## src/design/pru_pkg.sv

```systemverilog
package pru_pkg;

  // Input opcodes.
  localparam logic OP_PUSH = 1'b0;
  localparam logic OP_TICK = 1'b1;

  // Configuration register indexes.
  localparam logic CFG_SCALE_FACTOR = 1'b0;
  localparam logic CFG_ROW_WIDTH    = 1'b1;

  localparam int CFG_DATA_W = 11;

  // Work handed from the front part to the back part: one pixel to be copied, or a dropped push.
  typedef struct packed {
    logic        drop;
    logic        at_end;
    logic [23:0] pixel;   // red, green, blue from high byte to low byte
  } job_t;

  typedef enum logic [1:0] {
    KIND_PIXEL,
    KIND_DROP,
    KIND_REPLAY
  } kind_t;

endpackage

```

## src/design/pru_queue.sv

```systemverilog
module pru_queue (
  input  logic          clk,
  input  logic          rst,
  input  logic          wr_valid,
  output logic          wr_ready,
  input  pru_pkg::job_t wr_job,
  output logic          rd_valid,
  input  logic          rd_ready,
  output pru_pkg::job_t rd_job
);

  localparam int DEPTH = 2;
  localparam int PW    = $clog2(DEPTH);

  pru_pkg::job_t slots [DEPTH];
  logic [PW-1:0] wr_ptr;
  logic [PW-1:0] rd_ptr;
  logic [PW:0]   count;
  logic          push;
  logic          pop;

  assign wr_ready = (count < (PW+1)'(DEPTH));
  assign rd_valid = (count != '0);
  assign push     = wr_valid && wr_ready;
  assign pop      = rd_valid && rd_ready;
  assign rd_job   = slots[rd_ptr];

  always_ff @(posedge clk) begin
    if (push) begin
      slots[wr_ptr] <= wr_job;
    end
  end

  always_ff @(posedge clk) begin
    if (rst) begin
      wr_ptr <= '0;
      rd_ptr <= '0;
      count  <= '0;
    end else begin
      if (push) begin
        wr_ptr <= wr_ptr + 1'b1;
      end
      if (pop) begin
        rd_ptr <= rd_ptr + 1'b1;
      end
      case ({push, pop})
        2'b10:   count <= count + 1'b1;
        2'b01:   count <= count - 1'b1;
        default: count <= count;
      endcase
    end
  end

endmodule

```

## config.mk

```make
export PLATFORM = sky130hd
export DESIGN_NAME = pru_queue
export DESIGN_NICKNAME = d
export VERILOG_FILES = /design/src/design/pru_pkg.sv /design/src/design/pru_queue.sv
export SDC_FILE = /design/constraint.sdc
export NUM_CORES = 1
export LEC_CHECK = 0
export BUFFER_PORTS_ARGS = -buffer_cell sky130_fd_sc_hd__buf_2
export CAP_MARGIN = 20
export CELL_PAD_IN_SITES_DETAIL_PLACEMENT = 1
export CELL_PAD_IN_SITES_GLOBAL_PLACEMENT = 1
export CORE_MARGIN = 5
export CORE_UTILIZATION = 46
export CTS_BUF_LIST = sky130_fd_sc_hd__clkbuf_16
export DETAILED_ROUTE_END_ITERATION = 16
export PLACE_DENSITY = 0.82
export REMOVE_ABC_BUFFERS = 1
export SYNTH_ARGS = -nofsm -noshare
export SYNTH_HDL_FRONTEND = slang
export SYNTH_SLANG_ARGS = --single-unit
export TNS_END_PERCENT = 100
```

## constraint.sdc

```tcl
create_clock -name clk -period 4.2 [get_ports clk]
set_input_delay 0.84 -clock clk [delete_from_list [all_inputs] [get_ports clk]]
set_output_delay 0.84 -clock clk [all_outputs]
set_load 0.05 [all_outputs]
```

==> flow_summary.yaml, run 1 <==
finish:
  drive_gt1_frac: 0.559
  fin_nets: 203
  antenna_cells: 0
  syn_to_final_growth_pct: 30.8
clock_network:
  numCtsBuffers: 9
  clock_sinks: 57
  cts_max_path_buffers: 2
  cts.clk_slew.worst_paths_ps: 50
  cts_setup_buffers: 0
  cts_resized: 0
  clkLatencyLatePin_ps: 320
  clockRootBuffer: "clkbuf_16"
  cts_tree: "built"
  htreeDepth: 3
  holdBufCountCts: 0
critical_path:
  path_max_fanout: 14
  critical_path_class: "reg -> out"
  worstPathArrival_ps: 1810
  cp-start-kind: "flip-flop"
  r2r-start: "count[1]$_SDFFE_PP0P_"
  rr_worst_depth: 3
  r2r_slack_ps: 2300
  endpoint_kind: "output pin"
  r2r-end: "slots[0][4]$_DFFE_PP_"
  cp-endpoint: "rd_job[24]"
  crit_required_ps: 3360
global_routing:
  grt_antenna_before_repair: 0
  grt_max_degree: 27
  grt_pass1_wl_mm: 6.75
  overflow: 0
  grtUsageTotal: 0.153
  grt_pass1_vias: 1291
sta:
  fin_ws_ps: 1550
  hold_viol: 0
  drv_slew: 0
  max_freq_mhz: 377
  fin_skew_ps: 3.79
  fin_crit_ps: 2650
  rsz0062_at_grt: "no"
  worst_slew_pin_slew_ps: 812
  fin_tns_setup_ps: 0
  slew-limit-headroom: 0.458
  setup_viol: 0
  post-route-period-util: 0.631
  fin_hold_ws_ps: 544
detailed_routing:
  drtIter0Drc: 74
  routed_via_density: 4.98
  antenna_left: 0
  drt-total-wl_mm: 4.20
  wl_per_cell_um: 18.4
  num_vias: 1141
  dr.pass1.iters: 4
  drc: 0
synthesis:
  syn_avg_cell_area_um2: 20.0
  synth_top_area_frac: 0.750
  yosys.area.top_type: "edfxtp_1"
  synth.top_cells.by_area: "edfxtp_1, mux2_2, dfxtp_1, nor2_1, xnor2_1"
  synth_flop_cell: "edfxtp_1"
  synth.cells.most_frequent: "edfxtp_1, mux2_2, dfxtp_1, nor2_1, buf_2"
  synth.most_common_cell: "edfxtp_1"
  yosys.cell_types.count: 16
  synthArstFlopShare: 0
  synth_edf_count: 52
  syn_area_um2: 2080
  syn_inst: 104
  yosysSeqAreaShare: 0.798
  yosys_register_bits: 57
  ys_warn_count: 0
die:
  initial_utilization: 0.475
  io_pins: 58
  dieHeight_um: 77.3
  placementRows: 24
  die_area_um2: 5970
  die_x_um: 77.3
  coreArea_um2: 4380
placed_design:
  portBuffers: 57
  dp_slack_ps: 1590
  place_congestion: 0.661
  dp.final_hpwl_mm: 2.85
pwr:
  leakage_nw: 1.05
  p_per_area_nw_per_um2: 807
  vdd_drop_max_mv: 0.416
min_path:
  hp-class: "reg -> reg"
job:
  drv_cap: 0
status:
  outcome: "complete, no violations"
[layout make-up]
| class | count | area, µm² |
|---|---|---|
| clock buffer | 9 | 225 |
| clock inverter | 7 | 28.8 |
| fill | 405 | 1660 |
| inverter | 1 | 3.75 |
| multi-input combinational | 43 | 404 |
| sequential | 57 | 1660 |
| tap | 52 | 65.1 |
| timing repair buffer | 60 | 335 |
[sequential cells by signal, summed over array words and instances, names as in the netlist, named ones only]
register / count
count: 2
rd_ptr: 1
wr_ptr: 1
slots: 52
[layout by cell type, fill, tap and decap left out, drive strengths merged]
cell type,count
mux2,26
clkinv,6
clkbuf,9
or2,1
xor2,2
ha,1
nor2,5
edfxtp,52
nand2b,1
o21a,1
a21oi,1
inv,2
xnor2,2
dfxtp,5
o21ai,1
buf,60
and3,1
or3,1
[how the worst min path moves through the flow]
stage	cells past startpoint	to	start	slack, ps
3_3_place_gp	2	rd_ptr$_SDFFE_PP0P_	rd_ptr$_SDFFE_PP0P_	490
4_1_cts	2	count[1]$_SDFFE_PP0P_	count[1]$_SDFFE_PP0P_	550
3_5_place_dp	2	rd_ptr$_SDFFE_PP0P_	rd_ptr$_SDFFE_PP0P_	530
6_report	2	count[1]$_SDFFE_PP0P_	count[1]$_SDFFE_PP0P_	540
2_1_floorplan	2	count[1]$_SDFFE_PP0P_	count[1]$_SDFFE_PP0P_	480
5_1_grt	2	count[1]$_SDFFE_PP0P_	count[1]$_SDFFE_PP0P_	580
[cell families (layout without fill, tap and decap cells)]
logic type	Yosys count	in the layout	share of synthesized area
AOI/OAI and AO/OA	3	3	0.00841
xor gates and xnor gates	4	4	0.0168
adders and majority gates	1	1	0.00601
buffers and inverters	4	77	0.00901
DFF	57	57	0.798
muxes	26	26	0.141
and+or+nand+nor	9	9	0.0210
[worst max-delay path: stages, from the launching register on]
cell and delay, ps:
dfxtp_1 680, buf_8 240, mux2_2 360, buf_2 210
[routing by layer]
layer	global-route usage	wire [µm]	vias up
li1	-	-	537
met1	0.181	1750	544
met2	0.236	2020	49
met3	0.0527	306	11
met4	0.0979	126	0
met5	0	0	-
[report_power, final]
group	switching [mW]	internal (mW)	leakage [nW]	total, mW
sequential	0.0566	0.748	0.527	0.805
combinational	0.557	0.232	0.393	0.789
clock	0.221	0.384	0.130	0.605
[per-stage QoR]
step / cells / total power, mW / instance area (µm²) / utilization
finish: 229 / 2.20 / 2720 / 0.621
floorplan: 101 / 1.40 / 2070 / -
CTS: 228 / 2.22 / 2710 / 0.618
global placement: 211 / 1.56 / 2430 / 0.554
detailed placement: 212 / 1.60 / 2450 / 0.560
global route: 229 / 2.30 / 2720 / 0.621
Note: power is estimated with default switching activity, not from simulation.
==> inputs of run 2 (changes only) <==
ABC_AREA = 1   (was unset)
CORE_UTILIZATION = 43   (was 46)
PLACE_DENSITY = 0.77   (was 0.82)
clock period = 2.6 ns   (was 4.2 ns; I/O delays follow)
==> flow_summary.yaml, run 2 <==
sta:
  hold_viol: 0
  max_freq_mhz: 447
  post-route-period-util: 0.860
  fin_tns_setup_ps: 0
  setup_viol: 0
  fin_skew_ps: 4.43
  slew-limit-headroom: 0.597
  fin_crit_ps: 2230
  fin_ws_ps: 365
  rsz0062_at_grt: "no"
  drv_slew: 0
  worst_slew_pin_slew_ps: 604
  fin_hold_ws_ps: 385
finish:
  drive_gt1_frac: 0.529
  fin_nets: 217
  top_regs: "slots x52, count x2"
  most-common-layout-cells: "buf_2, edfxtp_1, mux2_4"
  antenna_cells: 0
  largest_reg_flops: 52
  layout_commonest_cell: "buf_2"
  fillers: 500
  multi_input_comb_area_um2: 477
  seqCellArea_um2: 1660
  final_cells: 261
  syn_to_final_growth_pct: 30.5
  largest-register: "slots"
critical_path:
  worstPathArrival_ps: 1710
  path_cells: "buf_4, mux2_2, buf_2"
  r2r-start: "count[1]$_SDFFE_PP0P_"
  critical_path_cell_count: 3
  r2r-end: "slots[1][15]$_DFFE_PP_"
  cp-endpoint: "rd_job[3]"
  worst_path_max_delay_cell: "dfxtp_2"
  crit_family: "flip-flops"
  cp_num_buf_inv: 2
  endpoint_kind: "output pin"
  rr_worst_depth: 4
  crit_required_ps: 2080
  cp-start-kind: "flip-flop"
  critical_path_class: "reg -> out"
  path_max_fanout: 14
  cp_slowest_stage_delay_ps: 570
  r2r_slack_ps: 970
pwr:
  clock_power_share: 0.356
  p_sw_mw: 1.06
  leakage_nw: 1.18
  switching_share: 0.319
  power.internal_mw: 2.26
  vdd_drop_max_mv: 0.693
  fin_total_pwr_mw: 3.31
  p_per_area_nw_per_um2: 1150
  p_seq_frac: 0.363
  combPwrFrac: 0.280
synthesis:
  yosys.cell_types.count: 14
  ys_warn_count: 0
  yosys.area.top_type: "edfxtp_1"
  syn_inst: 117
  synth_flop_cell: "edfxtp_1"
  syn_area_um2: 2210
  synth.top_cells.by_area: "edfxtp_1, mux2_4, dfxtp_1, mux2_2, buf_12"
  syn_avg_cell_area_um2: 18.9
  synth.most_common_cell: "edfxtp_1"
  yosys_register_bits: 57
  yosysSeqAreaShare: 0.750
  synth.cells.most_frequent: "edfxtp_1, mux2_4, nor2_1, inv_1, nand2_1"
  synth_top_area_frac: 0.705
  synth_edf_count: 52
  synthArstFlopShare: 0
clock_network:
  cts_setup_buffers: 0
  cts.clk_slew.worst_paths_ps: 40
  cts_max_path_buffers: 2
  clkLatencyLatePin_ps: 320
  clock_sinks: 57
  numCtsBuffers: 9
  cts_resized: 0
  holdBufCountCts: 0
  cts_tree: "built"
  clockRootBuffer: "clkbuf_16"
  htreeDepth: 3
placed_design:
  dp_slack_ps: 682
  dpl.cell_count: 245
  place_congestion: 0.660
  dp.final_hpwl_mm: 2.88
  portBuffers: 57
die:
  die_x_um: 81.8
  die_area_um2: 6690
  io_pins: 58
  coreArea_um2: 5040
  placementRows: 26
  initial_utilization: 0.439
  dieHeight_um: 81.8
status:
  outcome: "complete, no violations"
detailed_routing:
  dr.pass1.iters: 4
  routed_via_density: 4.51
  drtIter0Drc: 74
  drc: 0
  num_vias: 1177
  drt-total-wl_mm: 4.07
  antenna_left: 0
  wl_per_cell_um: 15.6
global_routing:
  grt_pass1_wl_mm: 6.38
  overflow: 0
  grt_max_degree: 27
  grt_antenna_before_repair: 0
  grtUsageTotal: 0.136
  grt_pass1_vias: 1291
job:
  drv_cap: 0
min_path:
  hp-class: "in -> reg"
[run 2: changes by cell type after synthesis, moves of 2 or more]
cell | before | now
nand2_1 | 0 | 7
buf_2 | 3 | 0
buf_12 | 0 | 2
xor2_1 | 2 | 0
mux2_2 | 26 | 6
nor2_1 | 5 | 9
inv_1 | 1 | 8
xnor2_1 | 2 | 0
mux2_4 | 0 | 20
[run 2: worst min path at each step]
stage / cells after the start / from / slack, ps / endpoint
after floorplan: 2 / rd_ptr$_SDFFE_PP0P_ / 460 / flip-flop
after global placement: 2 / rd_ptr$_SDFFE_PP0P_ / 480 / rd_ptr$_SDFFE_PP0P_
after detailed placement: 2 / rd_ptr$_SDFFE_PP0P_ / 510 / flip-flop
after CTS: 2 / rst / 380 / wr_ptr$_SDFFE_PP0P_
after global routing: 1 / wr_job[13] / 370 / slots[1][13]$_DFFE_PP_
final: 2 / rst / 390 / wr_ptr$_SDFFE_PP0P_
[run 2: metal layers]
layer / global-route usage / vias up / part of all wire
li1: - / 575 / -
met1: 0.147 / 552 / 0.40
met2: 0.218 / 42 / 0.49
met3: 0.0636 / 8 / 0.089
met4: 0.0748 / 0 / 0.015
met5: 0 / - / 0
[run 2: layout make-up]
class	instances	area share
clock buffer	9	0.0780
clock inverter	7	0.0273
inverter	8	0.0104
multi-input combinational	49	0.165
sequential	57	0.576
tap	70	0.0303
timing repair buffer	61	0.113
[run 2: cell families (layout without fill, tap and decap cells)]
logic type	Yosys count	in the layout	share of synthesized area
AO/OA/AOI/OAI	4	4	0.00904
adder cells (fa/ha/maj)	1	1	0.00565
AND/OR/NAND/NOR	18	18	0.0322
flip-flops	57	57	0.750
buffers and inverters	11	85	0.0367
multiplexers	26	26	0.166
[run 2: power groups by stage]
stage	logic, mW	registers, mW	clock network (mW)
2_1_floorplan	0.717	1.23	0
3_3_place_gp	0.917	1.21	0
3_5_place_dp	0.940	1.22	0
4_1_cts	0.942	1.21	1.21
5_1_grt	0.982	1.22	1.26
6_report	0.929	1.20	1.18
[run 2: metrics by stage]
| step | cell area, µm² | utilization |
|---|---|---|
| final | 2890 | 0.573 |
| after global routing | 2890 | 0.573 |
| after CTS | 2890 | 0.573 |
| after detailed placement | 2580 | 0.513 |
| after global placement | 2580 | 0.513 |
| after floorplan | 2160 | - |
==> inputs of run 3 (changes only) <==
BUFFER_PORTS_ARGS = unset   (was -buffer_cell sky130_fd_sc_hd__buf_2)
CORE_UTILIZATION = 51   (was 43)
DONT_BUFFER_PORTS = 1   (was unset)
PLACE_DENSITY = 0.76   (was 0.77)
==> flow_summary.yaml, run 3 (same netlist as run 2, synthesis figures left out) <==
status:
  outcome: "complete, no violations"
global_routing:
  grt_pass1_wl_mm: 5.45
  grt_max_degree: 28
  grtUsageTotal: 0.143
  grt_antenna_before_repair: 0
  overflow: 0
  grt_pass1_vias: 1054
sta:
  slew-limit-headroom: 0.668
  max_freq_mhz: 458
  fin_tns_setup_ps: 0
  hold_viol: 0
  fin_ws_ps: 416
  fin_skew_ps: 3.49
  rsz0062_at_grt: "no"
  post-route-period-util: 0.840
  fin_crit_ps: 2180
  drv_slew: 0
  worst_slew_pin_slew_ps: 497
  setup_viol: 0
critical_path:
  path_max_fanout: 15
  worstPathArrival_ps: 1660
  r2r_slack_ps: 850
  endpoint_kind: "output pin"
  cp-start-kind: "flip-flop"
  critical_path_class: "reg -> out"
  crit_required_ps: 2080
finish:
  largest-register: "slots"
  final_cells: 186
  fin_nets: 160
  syn_to_final_growth_pct: 17.1
  top_regs: "slots x52, count x2"
  layout_commonest_cell: "edfxtp_1"
  fillers: 362
  largest_reg_flops: 52
  most-common-layout-cells: "edfxtp_1, mux2_4, clkbuf_16"
  drive_gt1_frac: 0.366
  antenna_cells: 0
die:
  die_x_um: 75.9
  dieHeight_um: 75.9
  io_pins: 58
  placementRows: 24
  coreArea_um2: 4290
  die_area_um2: 5760
  initial_utilization: 0.516
pwr:
  leakage_nw: 0.954
  p_per_area_nw_per_um2: 1260
  vdd_drop_max_mv: 0.621
clock_network:
  htreeDepth: 3
  cts_max_path_buffers: 2
  clock_sinks: 57
  holdBufCountCts: 0
  cts.clk_slew.worst_paths_ps: 50
  numCtsBuffers: 9
  cts_tree: "built"
  cts_resized: 0
  cts_setup_buffers: 0
  clkLatencyLatePin_ps: 320
  clockRootBuffer: "clkbuf_16"
detailed_routing:
  drt-total-wl_mm: 3.77
  drtIter0Drc: 40
  dr.pass1.iters: 4
  drc: 0
  num_vias: 965
  wl_per_cell_um: 20.3
  routed_via_density: 5.19
  antenna_left: 0
job:
  drv_cap: 0
placed_design:
  portBuffers: 0
  dp_slack_ps: 734
  place_congestion: 0.637
  dp.final_hpwl_mm: 2.52
  dpl.cell_count: 170
min_path:
  hp-class: "in -> reg"
[run 3: cell types whose count changed in the layout (fill, tap and decap cells not counted), sizes merged]
cell,delta
inv,-1
buf,-57
clkinvlp,+1
[run 3: final cells by class]
cell class	instances	area, µm²	share of cell area
Sequential cell	57	1660	0.641
Multi-Input combinational cell	49	477	0.184
Clock buffer	9	225	0.0869
Clock inverter	7	103	0.0396
Tap cell	52	65.1	0.0251
Timing Repair Buffer	4	30.0	0.0116
Inverter	8	30.0	0.0116
[run 3: report_power, final]
part	switching (mW)	leakage [nW]	internal (mW)	total [mW]
combinational	0.596	0.270	0.219	0.815
clock	0.403	0.157	0.847	1.25
sequential	0.0642	0.527	1.14	1.21
total	1.06	0.954	2.21	3.27
[run 3: per-stage QoR]
stage,power [mW],utilization,cell area [µm²],hold WS [ps]
final,3.27,0.604,2590,281
after global routing,3.40,0.604,2590,268
after CTS,3.32,0.604,2590,275
after detailed placement,2.05,0.527,2260,507
after global placement,2.03,0.527,2260,480
after floorplan,1.94,-,2160,465
[run 3: path summary, 6_finish.rpt]
check,depth (start not counted),from,end
worst max-delay path,2,flip-flop,rd_job[5]
worst min-delay path,1,rst,wr_ptr$_SDFFE_PP0P_
worst max register to register,4,count[1]$_SDFFE_PP0P_,slots[1][5]$_DFFE_PP_
worst min register to register,2,count[1]$_SDFFE_PP0P_,count[1]$_SDFFE_PP0P_
[run 3: metal layers]
metal,GRT usage,wire [µm],vias up,part of all wire
met5,0,0,-,0
li1,-,-,455,-
met1,0.140,1270,457,0.34
met3,0.100,497,4,0.13
met2,0.226,1960,49,0.52
met4,0.0757,47,0,0.012
[run 3: critical path: stages (launching register included)]
cell and delay (ps):
dfxtp_2 590, buf_4 330, mux2_4 410
