File: config.mk
export PLATFORM = sky130hd
export DESIGN_NAME = pru_back_flat
export DESIGN_NICKNAME = d
export VERILOG_FILES = /design/src/design/pru_pkg.sv /design/src/design/pru_if.sv /design/src/design/pru_back.sv /design/src/flat_wrapper.sv
export SDC_FILE = /design/constraint.sdc
export NUM_CORES = 1
export LEC_CHECK = 0
export ABC_CLOCK_PERIOD_IN_PS = 1800
export BUFFER_PORTS_ARGS = -buffer_cell sky130_fd_sc_hd__buf_2
export CAP_MARGIN = 10
export CORE_ASPECT_RATIO = 2
export CORE_MARGIN = 2
export CORE_UTILIZATION = 40
export DETAILED_ROUTE_END_ITERATION = 16
export PLACE_DENSITY = 0.79
export SYNTH_ARGS = -nofsm -noshare
export SYNTH_HDL_FRONTEND = slang
export SYNTH_SLANG_ARGS = --single-unit
File: constraint.sdc
create_clock -name clk -period 1.8 [get_ports clk]
set_clock_uncertainty 0.2 [all_clocks]
set_input_delay 0.09 -clock clk [delete_from_list [all_inputs] [get_ports clk]]
set_output_delay 0.09 -clock clk [all_outputs]
set_load 0.005 [all_outputs]
File: src/design/pru_pkg.sv
package pru_pkg;

  // Input opcodes.
  localparam logic OP_PUSH = 1'b0;
  localparam logic OP_TICK = 1'b1;

  // Configuration register indexes.
  localparam logic CFG_SCALE_FACTOR = 1'b0;
  localparam logic CFG_ROW_WIDTH    = 1'b1;

  localparam int CFG_DATA_W = 11;

  // Work handed from the front part to the back part: one pixel to be copied, or a dropped push.
  typedef struct packed {
    logic        drop;
    logic        at_end;
    logic [23:0] pixel;   // red, green, blue from high byte to low byte
  } job_t;

  typedef enum logic [1:0] {
    KIND_PIXEL,
    KIND_DROP,
    KIND_REPLAY
  } kind_t;

endpackage

File: src/design/pru_if.sv


interface pru_out_if;
  logic       valid;
  logic       ready;
  logic [7:0] out_blue;
  logic [7:0] out_green;
  logic [7:0] out_red;
  logic       row_end;
  logic [1:0] pad_bytes;
  logic       last;
  logic       dropped;

  modport source (output valid, output out_blue, output out_green, output out_red,
                  output row_end, output pad_bytes, output last, output dropped,
                  input ready);
  modport sink   (input valid, input out_blue, input out_green, input out_red,
                  input row_end, input pad_bytes, input last, input dropped,
                  output ready);
endinterface

File: src/design/pru_back.sv
module pru_back #(
  parameter int MAX_SCALE = 16,
  parameter int SW = $clog2(MAX_SCALE + 1)
) (
  input  logic          clk,
  input  logic          rst,
  input  logic [SW-1:0] eff_scale,
  input  logic [1:0]    pad,
  input  logic          job_valid,
  output logic          job_ready,
  input  pru_pkg::job_t job,
  pru_out_if.source     pix_out
);

  logic [SW-1:0] copy;
  logic          fin;
  logic          load;
  logic          row_end;

  assign fin       = job.drop || (copy == eff_scale - 1'b1);
  assign load      = job_valid && (!pix_out.valid || pix_out.ready);
  assign job_ready = load && fin;
  assign row_end   = fin && job.at_end;

  always_ff @(posedge clk) begin
    if (rst) begin
      copy          <= '0;
      pix_out.valid <= 1'b0;
    end else begin
      if (load) begin
        copy <= fin ? '0 : copy + 1'b1;
      end
      if (load) begin
        pix_out.valid <= 1'b1;
      end else if (pix_out.ready) begin
        pix_out.valid <= 1'b0;
      end
    end
  end

  always_ff @(posedge clk) begin
    if (load) begin
      pix_out.out_blue  <= job.pixel[7:0];
      pix_out.out_green <= job.pixel[15:8];
      pix_out.out_red   <= job.pixel[23:16];
      pix_out.row_end   <= row_end;
      pix_out.pad_bytes <= row_end ? pad : 2'd0;
      pix_out.last      <= fin;
      pix_out.dropped   <= job.drop;
    end
  end

endmodule

File: src/flat_wrapper.sv
// flat-port wrapper written by rule: the top's interface ports become plain ports
module pru_back_flat 
#(
  parameter int MAX_SCALE = 16,
  parameter int SW = $clog2(MAX_SCALE + 1)
)
  (clk, rst, eff_scale, pad, job_valid, job_ready, job, pix_out_valid, pix_out_out_blue, pix_out_out_green, pix_out_out_red, pix_out_row_end, pix_out_pad_bytes, pix_out_last, pix_out_dropped, pix_out_ready);
  pru_out_if pix_out_i ();
  input  logic clk;
  input  logic rst;
  input  logic [SW-1:0] eff_scale;
  input  logic [1:0] pad;
  input  logic job_valid;
  output logic job_ready;
  input  pru_pkg::job_t job;
  output wire logic [$bits(pix_out_i.valid)-1:0] pix_out_valid;
  output wire logic [$bits(pix_out_i.out_blue)-1:0] pix_out_out_blue;
  output wire logic [$bits(pix_out_i.out_green)-1:0] pix_out_out_green;
  output wire logic [$bits(pix_out_i.out_red)-1:0] pix_out_out_red;
  output wire logic [$bits(pix_out_i.row_end)-1:0] pix_out_row_end;
  output wire logic [$bits(pix_out_i.pad_bytes)-1:0] pix_out_pad_bytes;
  output wire logic [$bits(pix_out_i.last)-1:0] pix_out_last;
  output wire logic [$bits(pix_out_i.dropped)-1:0] pix_out_dropped;
  input wire logic [$bits(pix_out_i.ready)-1:0] pix_out_ready;
  assign pix_out_valid = pix_out_i.valid;
  assign pix_out_out_blue = pix_out_i.out_blue;
  assign pix_out_out_green = pix_out_i.out_green;
  assign pix_out_out_red = pix_out_i.out_red;
  assign pix_out_row_end = pix_out_i.row_end;
  assign pix_out_pad_bytes = pix_out_i.pad_bytes;
  assign pix_out_last = pix_out_i.last;
  assign pix_out_dropped = pix_out_i.dropped;
  assign pix_out_i.ready = pix_out_ready;
  pru_back #(.MAX_SCALE(MAX_SCALE), .SW(SW)) u_core (.clk(clk), .rst(rst), .eff_scale(eff_scale), .pad(pad), .job_valid(job_valid), .job_ready(job_ready), .job(job), .pix_out(pix_out_i));
endmodule
==> results of run 1 <==
worst paths after layout:
check | from | endpoint
worst min register to register | u_core.copy[0] | u_core.copy[0]
worst min-delay path | job_valid | u_core.copy[2]
worst max register to register | u_core.copy[2] | u_core.copy[0]
worst max-delay path | u_core.copy[2] | job_ready
metrics by stage:
stage | power, mW | TNS, ns | hold slack, ns
floorplan | 1.014 | 0 | -0.04093
global placement | 1.113 | 0 | 0.06703
detailed placement | 1.120 | -0.07463 | 0.06845
CTS | 1.697 | -0.07781 | 0.001092
global route | 1.755 | -0.09432 | 0.06551
finish | 1.680 | -0.03997 | 0.02313
power breakdown:
part / switching (mW) / total, mW / internal (mW) / leakage, nW
logic: 0.0985 / 0.232 / 0.133 / 0.576
registers: 0.0128 / 0.939 / 0.926 / 0.331
clock network: 0.244 / 0.509 / 0.265 / 0.0426
total: 0.355 / 1.68 / 1.32 / 0.950
Yosys cell counts (all sizes together) (2+ instances only):
| cell type | instances | area [um2] |
|---|---|---|
| ha | 2 | 25.02 |
| xnor2 | 3 | 26.28 |
| nand2 | 4 | 15.01 |
| edfxtp | 29 | 870.8 |
| nand3 | 2 | 10.01 |
| xor2 | 5 | 43.79 |
| inv | 7 | 26.28 |
| nor3 | 4 | 20.02 |
| dfxtp | 6 | 120.1 |
| a21oi | 4 | 20.02 |
| nor2b | 2 | 12.51 |
| a32o | 2 | 20.02 |
repair_timing:
action / CTS / global route
endpoints found under the hold margin: 33 / 0
resized for setup: 6 / 2
setup buffers: 3 / 0
pin swaps: 4 / 3
hold buffers: 32 / 0
setup endpoints to repair: 1 / 4
flip-flops by register name, indices dropped and copies added, names as in the netlist:
register and flops:
u_core.pix_out.out_blue 8, u_core.pix_out.out_red 8, u_core.copy 5, u_core.pix_out.row_end 1, u_core.pix_out.dropped 1, u_core.pix_out.last 1
u_core.pix_out.out_green 8, u_core.pix_out.valid 1, u_core.pix_out.pad_bytes 2
per-layer routing:
metal | part of all wire, % | wire length (um)
met3 | 11 | 350
met5 | 0 | 0
met1 | 33 | 1051
met2 | 55 | 1788
met4 | 1.1 | 34
cell families (layout without fill, tap and decap cells):
| group | after synthesis | count (layout) | synth area share, % |
|---|---|---|---|
| xor gates and xnor gates | 8 | 8 | 5.278 |
| DFF | 35 | 35 | 74.65 |
| adders and majority gates | 2 | 2 | 1.885 |
| buffers and inverters | 7 | 120 | 1.980 |
| and+or+nand+nor | 20 | 20 | 8.767 |
| AOI/OAI and AO/OA | 13 | 13 | 7.446 |
worst max-delay path: cells and delay by family (launching register included):
kind                   cells  cell delay, ns
AOI/OAI and AO/OA          3            0.66
buffers and inverters      1            0.12
and+or+nand+nor            1            0.12
DFF                        1            0.37
placed cells by master, fill, tap and decap left out, drive strengths merged, types with 2 or more instances in the layout:
master,instances
nand2,4
xnor2,3
buf,73
nor2b,2
a21oi,4
nand3,2
a32o,2
xor2,5
inv,6
nor3,4
edfxtp,29
ha,2
clkinv,2
clkbuf,6
dlygate4sd3,32
dfxtp,6
cell type report:
cell class	instances	share of cell area [%]
Timing Repair Buffer	105	32.33
Multi-Input combinational cell	43	15.71
Clock buffer	6	3.290
Clock inverter	2	0.3970
Sequential cell	35	45.15
Tap cell	31	1.758
Inverter	7	1.361
==> run metrics, run 1 <==
outcome finished with violations; failing checks negative setup slack; routability cong. between 0.8 and 0.9; HPWL after detailed placement 2.141 mm; Cell Chain, Critical Path nor2b_4, o31a_1, a211o_1, a21oi_1, buf_2; Final nets roughly 240; Final Cycle Share 102.2%; clock tree sinks 35; filler cell count 216; # diodes 0; total die area around 0.0038 mm2; DP Area about 0.0017 mm2; Max-slew headroom 74.03%; initial antenna violation count 0; type of origin of the critical path flop; pin count of the biggest net entering global routing 30; Hold Crit Class in -> reg; Tot GR Track Use between 10% and 20%; share of layout cells above drive strength 1 ~44%; met1 Use GR about 17%; vias in the first global route 1186; synthesized area per cell ~16 um2; met3 Use GR under 10%; Routed WL per cell approximately 14 um; CP max FO 7; Post-Syn Area between 0.001 and 0.0015 mm2; GR Overflow Total 0; Reg clk slew, reported paths 0.06 ns; fin cells about 230; async set-or-reset flop fraction in the synthesized netlist 0%; DR DRC count 0; placed cells 186; Final Max Slew Viols 0; CP peak stage delay 0.37 ns; min Tclk post-route about 1.8 ns; Port-buffer cells 67; Root Buffer clkbuf_8; total CTS buffers 5; synth unique cells 27; DR vias 1124; EDFF count, synth 29; yosys warns 0; first-pass GRT wire length 4.933 mm; WHS Path Cells 4; Synth Instances 85; drt first pass iters 4; I/O pins 68; gr busiest metal met2; initial core utilization a little over two fifths; RSZ-0062 raised after global routing true; CP Capture Type primary output; Slew @ Worst Pin just under 0.4 ns; Required @ worst endpoint about 1.5 ns; PwrDens between 700 and 800 mW/mm2; clock latency at the later pin of the worst-skew pair ~0.27 ns; critical path's slowest cell dfxtp_4; DRT iter0 DRCs 13; CORE AREA between 0.003 and 0.004 mm2; P_leak 0.9502 nW; Max Fclk roughly 0.54 GHz; final setup fails 1; chip height about 85 um; met2 usage between 30% and 40%; Mapped Nets 124; Final Util 69.88%; Die Width approximately 45 um; Worst Setup Path Type reg -> out; antenna-violating nets left 0; Final WS setup -0.03997 ns; WP data arrival 1.55 ns; Synth Flop Type edfxtp_1; post-synthesis sequential area ratio 74.65%; Area Growth Syn to Fin 66.16%; Hold Vio Cnt, Final 0; Reg2Reg Setup Slack approximately 0.090 ns; Max Cap Violations 0; Worst VDD drop 0.0004520 V; Multi-input gate area approximately 350 um2; row count 29; #FFs+latches synth 35; DRT Wirelength ~3.2 mm; drt via density between 4 and 5; clk buf depth 2; final instance area 0.002206 mm2; H-tree Lvls 2; CTS tree done; dpl ws -0.04266 ns; cell count of the worst reg-to-reg path 5; area occupied by registers roughly 1000 um2
(Power assumes the default switching activity.)
==> run 2: changes to the inputs <==
- CORE_ASPECT_RATIO: 2 -> 1.25
==> run metrics, run 2 (synthesized netlist as in run 1, its figures left out) <==
outcome finished with violations; failing checks negative setup slack; Max Cap Violations 0; Final Max Slew Viols 0; Multi-input gate area ~360 um2; Min Hold Slack approximately 0.043 ns; Worst Setup Path Type reg -> out; cell count of the worst reg-to-reg path 5; DRT Wirelength between 3 and 4 mm; final setup TNS -0.07094 ns; Max-slew headroom about three quarters; final setup fails 1; clock latency at the later pin of the worst-skew pair about 0.27 ns; DR DRC count 0; DR vias 1144; Tot GR Track Use 19.59%; I/O pins 68; Root Buffer clkbuf_8; WHS Path Cells 4; CORE AREA between 0.003 and 0.004 mm2; RSZ-0062 raised after global routing true; Final nets ~240; clk buf depth 2; routability cong. roughly 0.75; Port-buffer cells 67; Hold Crit Class in -> reg; min Tclk post-route between 1.5 and 2 ns; drt first pass iters 4; Max Fclk 0.5345 GHz; Reg clk slew, reported paths ~0.060 ns; Final Cycle Share 103.9%; Slew @ Worst Pin a little under 0.4 ns; Final WS setup -0.07094 ns; metal3 WL around 290 um; chip height between 60 and 70 um; pin count of the biggest net entering global routing 23; filler cell count 222; metal1 wirelength between 1 and 1.5 mm; P_leak 0.9564 nW; most common cell after layout, fill and taps aside buf_2; CP max FO 5; fin cells 235; most frequent cells in the layout buf_2 (67), dlygate4sd3_1 (32), edfxtp_1 (29); Required @ worst endpoint 1.51 ns; PwrDens between 700 and 800 mW/mm2; CTS tree done; row count 23; initial core utilization 41.56%; first-pass GRT wire length roughly 5.4 mm; WL met2 ~1.9 mm; vias in the first global route around 1200; share of layout cells above drive strength 1 44.44%; total CTS buffers 5; DR top layer met4; Area Growth Syn to Fin 66.82%; initial antenna violation count 0; type of origin of the critical path flop; Routed WL per cell 15.45 um; placed cells a little under 200; HPWL after detailed placement ~2.4 mm; total die area about 0.0038 mm2; Top Registers u_core.pix_out.out_blue: 8 flops, u_core.pix_out.out_green: 8 flops, u_core.pix_out.out_red: 8 flops; CP Capture Type primary output; Hold Vio Cnt, Final 0; DRT iter0 DRCs 47; GR Overflow Total 0; Die Width roughly 56 um; area occupied by registers 996.0 um2; drt via density between 4 and 5; # diodes 0; WP data arrival around 1.6 ns; clock tree sinks 35; Worst VDD drop between 0.0004 and 0.0005 V; antenna-violating nets left 0; H-tree Lvls 2
run 2: area by class of cell:
class,instances,area share (%)
sequential,35,44.97
timing repair buffer,106,31.98
multi-input combinational,43,16.10
clock buffer,5,3.107
tap,37,2.090
inverter,7,1.356
clock inverter,2,0.3955
run 2: where the power goes:
| group | switching, mW | internal (mW) |
|---|---|---|
| Sequential | 0.0133 | 0.926 |
| Combinational | 0.104 | 0.130 |
| Clock | 0.248 | 0.257 |
| Total | 0.364 | 1.31 |
run 2: worst paths after layout:
check / endpoint / slack (ns) / startpoint
max: job_ready / -0.07 / u_core.copy[2]
min reg2reg: u_core.copy[4] / 0.38 / u_core.copy[4]
min: u_core.copy[2] / 0.04 / job_valid
max reg2reg: u_core.pix_out.pad_bytes[0] / 0.07 / u_core.copy[2]
run 2: critical path, stage by stage (launching register included):
cell and delay, ns:
dfxtp_4 0.36, nor2b_4 0.12, o31a_1 0.26, a211o_1 0.30
a21oi_2 0.13, buf_2 0.13
run 2: through the flow:
step	cell area [um2]	setup WS [ns]	utilization [%]	power, mW
floorplan	1331	0.08417	-	1.014
global placement	1750	0.03391	54.80	1.110
detailed placement	1750	-0.06309	54.80	1.123
CTS	2171	-0.06630	67.96	1.676
global route	2215	-0.1278	69.33	1.746
finish	2215	-0.07094	69.33	1.677
run 2: per-layer routing:
layer | global-route usage [%] | vias up
met5 | 0 | -
met4 | 8.232 | 0
met3 | 5.671 | 7
met2 | 37.80 | 69
met1 | 19.85 | 522
li1 | - | 546
run 2: repair_timing:
action	in CTS	in global routing
hold endpoints to repair	34	0
gates cloned	0	0
resized for setup	2	8
buffers inserted	2	0
pin swaps	4	3
hold buffers	32	0
setup endpoints to repair	1	6
==> run 3: changes to the inputs <==
- ABC_CLOCK_PERIOD_IN_PS: 1800 -> 2400
- CORE_UTILIZATION: 40 -> 45
- PLACE_DENSITY: 0.79 -> 0.83
- clock period: 1.8 -> 2.4 ns (I/O delays scaled with it)
==> run metrics, run 3 (synthesized netlist as in run 1, its figures left out) <==
type of origin of the critical path flop; CP max FO 7; final setup TNS 0 ns; PostCTS Resize Cnt 0; DRT Wirelength between 3 and 4 mm; Hold Crit Class in -> reg; Clk pwr share between 20% and 30%; clock latency at the later pin of the worst-skew pair just over 0.3 ns; Slew @ Worst Pin 0.4728 ns; antenna-violating nets left 0; Top Registers u_core.pix_out.out_blue: 8 flops, u_core.pix_out.out_green: 8 flops, u_core.pix_out.out_red: 8 flops; Sw Share between 20 and 25%; Worst Setup Path Type reg -> out; Tot GR Track Use a little under a fifth; WP data arrival approximately 1.8 ns; outcome finished clean; r2r startpoint u_core.copy[2]; P_leak 0.9083 nW; Required @ worst endpoint roughly 2.1 ns; Area Growth Syn to Fin 58.06%; sequential power share between 60 and 70%; total CTS buffers 5; WHS Path Cells 5; P_int 0.8927 mW; total die area about 0.0034 mm2; DR vias between 1000 and 1500; chip height 64.73 um; CP top delay family compound AO/OA/AOI/OAI gates; hold endpoint u_core.copy[2]; Cell Chain, Critical Path nor2b_1, o31a_1, a211o_1, a21oi_1, buf_2; initial antenna violation count 0; share of layout cells above drive strength 1 between 30% and 40%; GR Overflow Total 0; routability cong. 0.7745; drt first pass iters 4; R2R Path End u_core.copy[2]; clock tree sinks 35; initial core utilization between 40% and 50%; I/O pins slightly below 70; Final Cycle Share 90.08%; Final WS setup ~0.24 ns; Worst VDD drop 0.0004721 V; Worst setup startpoint u_core.copy[2]; row count 22; Die Width ~53 um; Reg2Reg Setup Slack 0.57 ns; Final nets 232; CP Capture Type primary output; Hold Vio Cnt, Final 0; Final Max Slew Viols 0; cell count of the worst reg-to-reg path 4; CP peak stage delay 0.39 ns; Max-slew headroom roughly two thirds; H-tree Lvls 2; final setup fails 0; Port-buffer cells 67; Worst Hold Launch pix_out_ready; pin count of the biggest net entering global routing 30; PwrDens around 550 mW/mm2; switching power 0.2526 mW; DRT iter0 DRCs 22; Reg clk slew, reported paths 0.10 ns; drt via density 4.813; Max Fclk about 0.46 GHz; HPWL after detailed placement 2.138 mm; Worst Path Buf+Inv 1; most frequent cells in the layout buf_2 (67), dlygate4sd3_1 (33), edfxtp_1 (29); DR DRC count 0; CTS tree done; filler cell count 181; first-pass GRT wire length approximately 4.5 mm; # diodes 0; CORE AREA between 0.002 and 0.003 mm2; most common cell after layout, fill and taps aside buf_2; combinational group share of total power between 10 and 15%; vias in the first global route 1020; Root Buffer clkbuf_4; Routed WL per cell 14.05 um; Max Cap Violations 0; min Tclk post-route around 2.2 ns; dpl ws 0.5312 ns; critical path's slowest cell dfxtp_1; RSZ-0062 raised after global routing false; clk buf depth 2
[run 3: cell types whose count changed in the layout (fill, tap and decap cells not counted), sizes merged]
cell / previous run / this run
dlygate4sd3: 32 / 33
inv: 6 / 7
buf: 74 / 68
[run 3: how the worst max path moves through the flow]
stage	depth (start not counted)	slack (ns)	endpoint
global route	5	0.11	job_ready
finish	5	0.24	job_ready
global placement	8	0.58	job_ready
CTS	5	0.24	job_ready
floorplan	3	0.59	u_core.pix_out.dropped
detailed placement	8	0.53	job_ready
[run 3: power by group through the flow]
stage	logic, mW	registers [mW]	clock network [mW]
2_1_floorplan	0.0370	0.723	0
3_3_place_gp	0.110	0.717	0
3_5_place_dp	0.116	0.719	0
4_1_cts	0.158	0.705	0.294
5_1_grt	0.174	0.707	0.320
6_report	0.159	0.705	0.281
[run 3: worst reg2reg max path: stages (launching register included)]
cell and delay (ns):
dfxtp_1 0.39, nor2b_1 0.16, o31a_1 0.31, a2111oi_2 0.53, nor3_1 0.12
[run 3: per-layer routing]
| layer | up-vias | part of all wire (%) | GRT usage (%) |
|---|---|---|---|
| met1 | 510 | 40 | 20.85 |
| met3 | 2 | 8.8 | 5.530 |
| met5 | - | 0 | 0 |
| met4 | 0 | 0.56 | 7.692 |
| li1 | 538 | - | - |
| met2 | 57 | 51 | 33.75 |
[run 3: final cells by class]
class / instances / area, um2 / share of cell area [%]
clock buffer: 5 / 37.54 / 1.789
clock inverter: 3 / 15.01 / 0.7156
inverter: 7 / 26.28 / 1.252
multi-input combinational: 43 / 310.3 / 14.79
sequential: 35 / 991.0 / 47.23
tap: 36 / 45.04 / 2.147
timing repair buffer: 101 / 673.1 / 32.08
[run 3: what timing repair did]
item,4_1_cts,5_1_grt
setup buffers,0,0
endpoints found under the hold margin,35,0
hold buffers,33,0
[run 3: through the flow]
step	hold slack, ns	power, mW	util, %	cells	instance area [um2]
2_1_floorplan	-0.01093	0.7600	-	85	1328
3_3_place_gp	0.09741	0.8275	59.92	189	1715
3_5_place_dp	0.09808	0.8349	59.92	189	1715
4_1_cts	0.1640	1.156	73.30	230	2098
5_1_grt	0.2076	1.202	73.30	230	2098
6_report	0.1845	1.145	73.30	230	2098
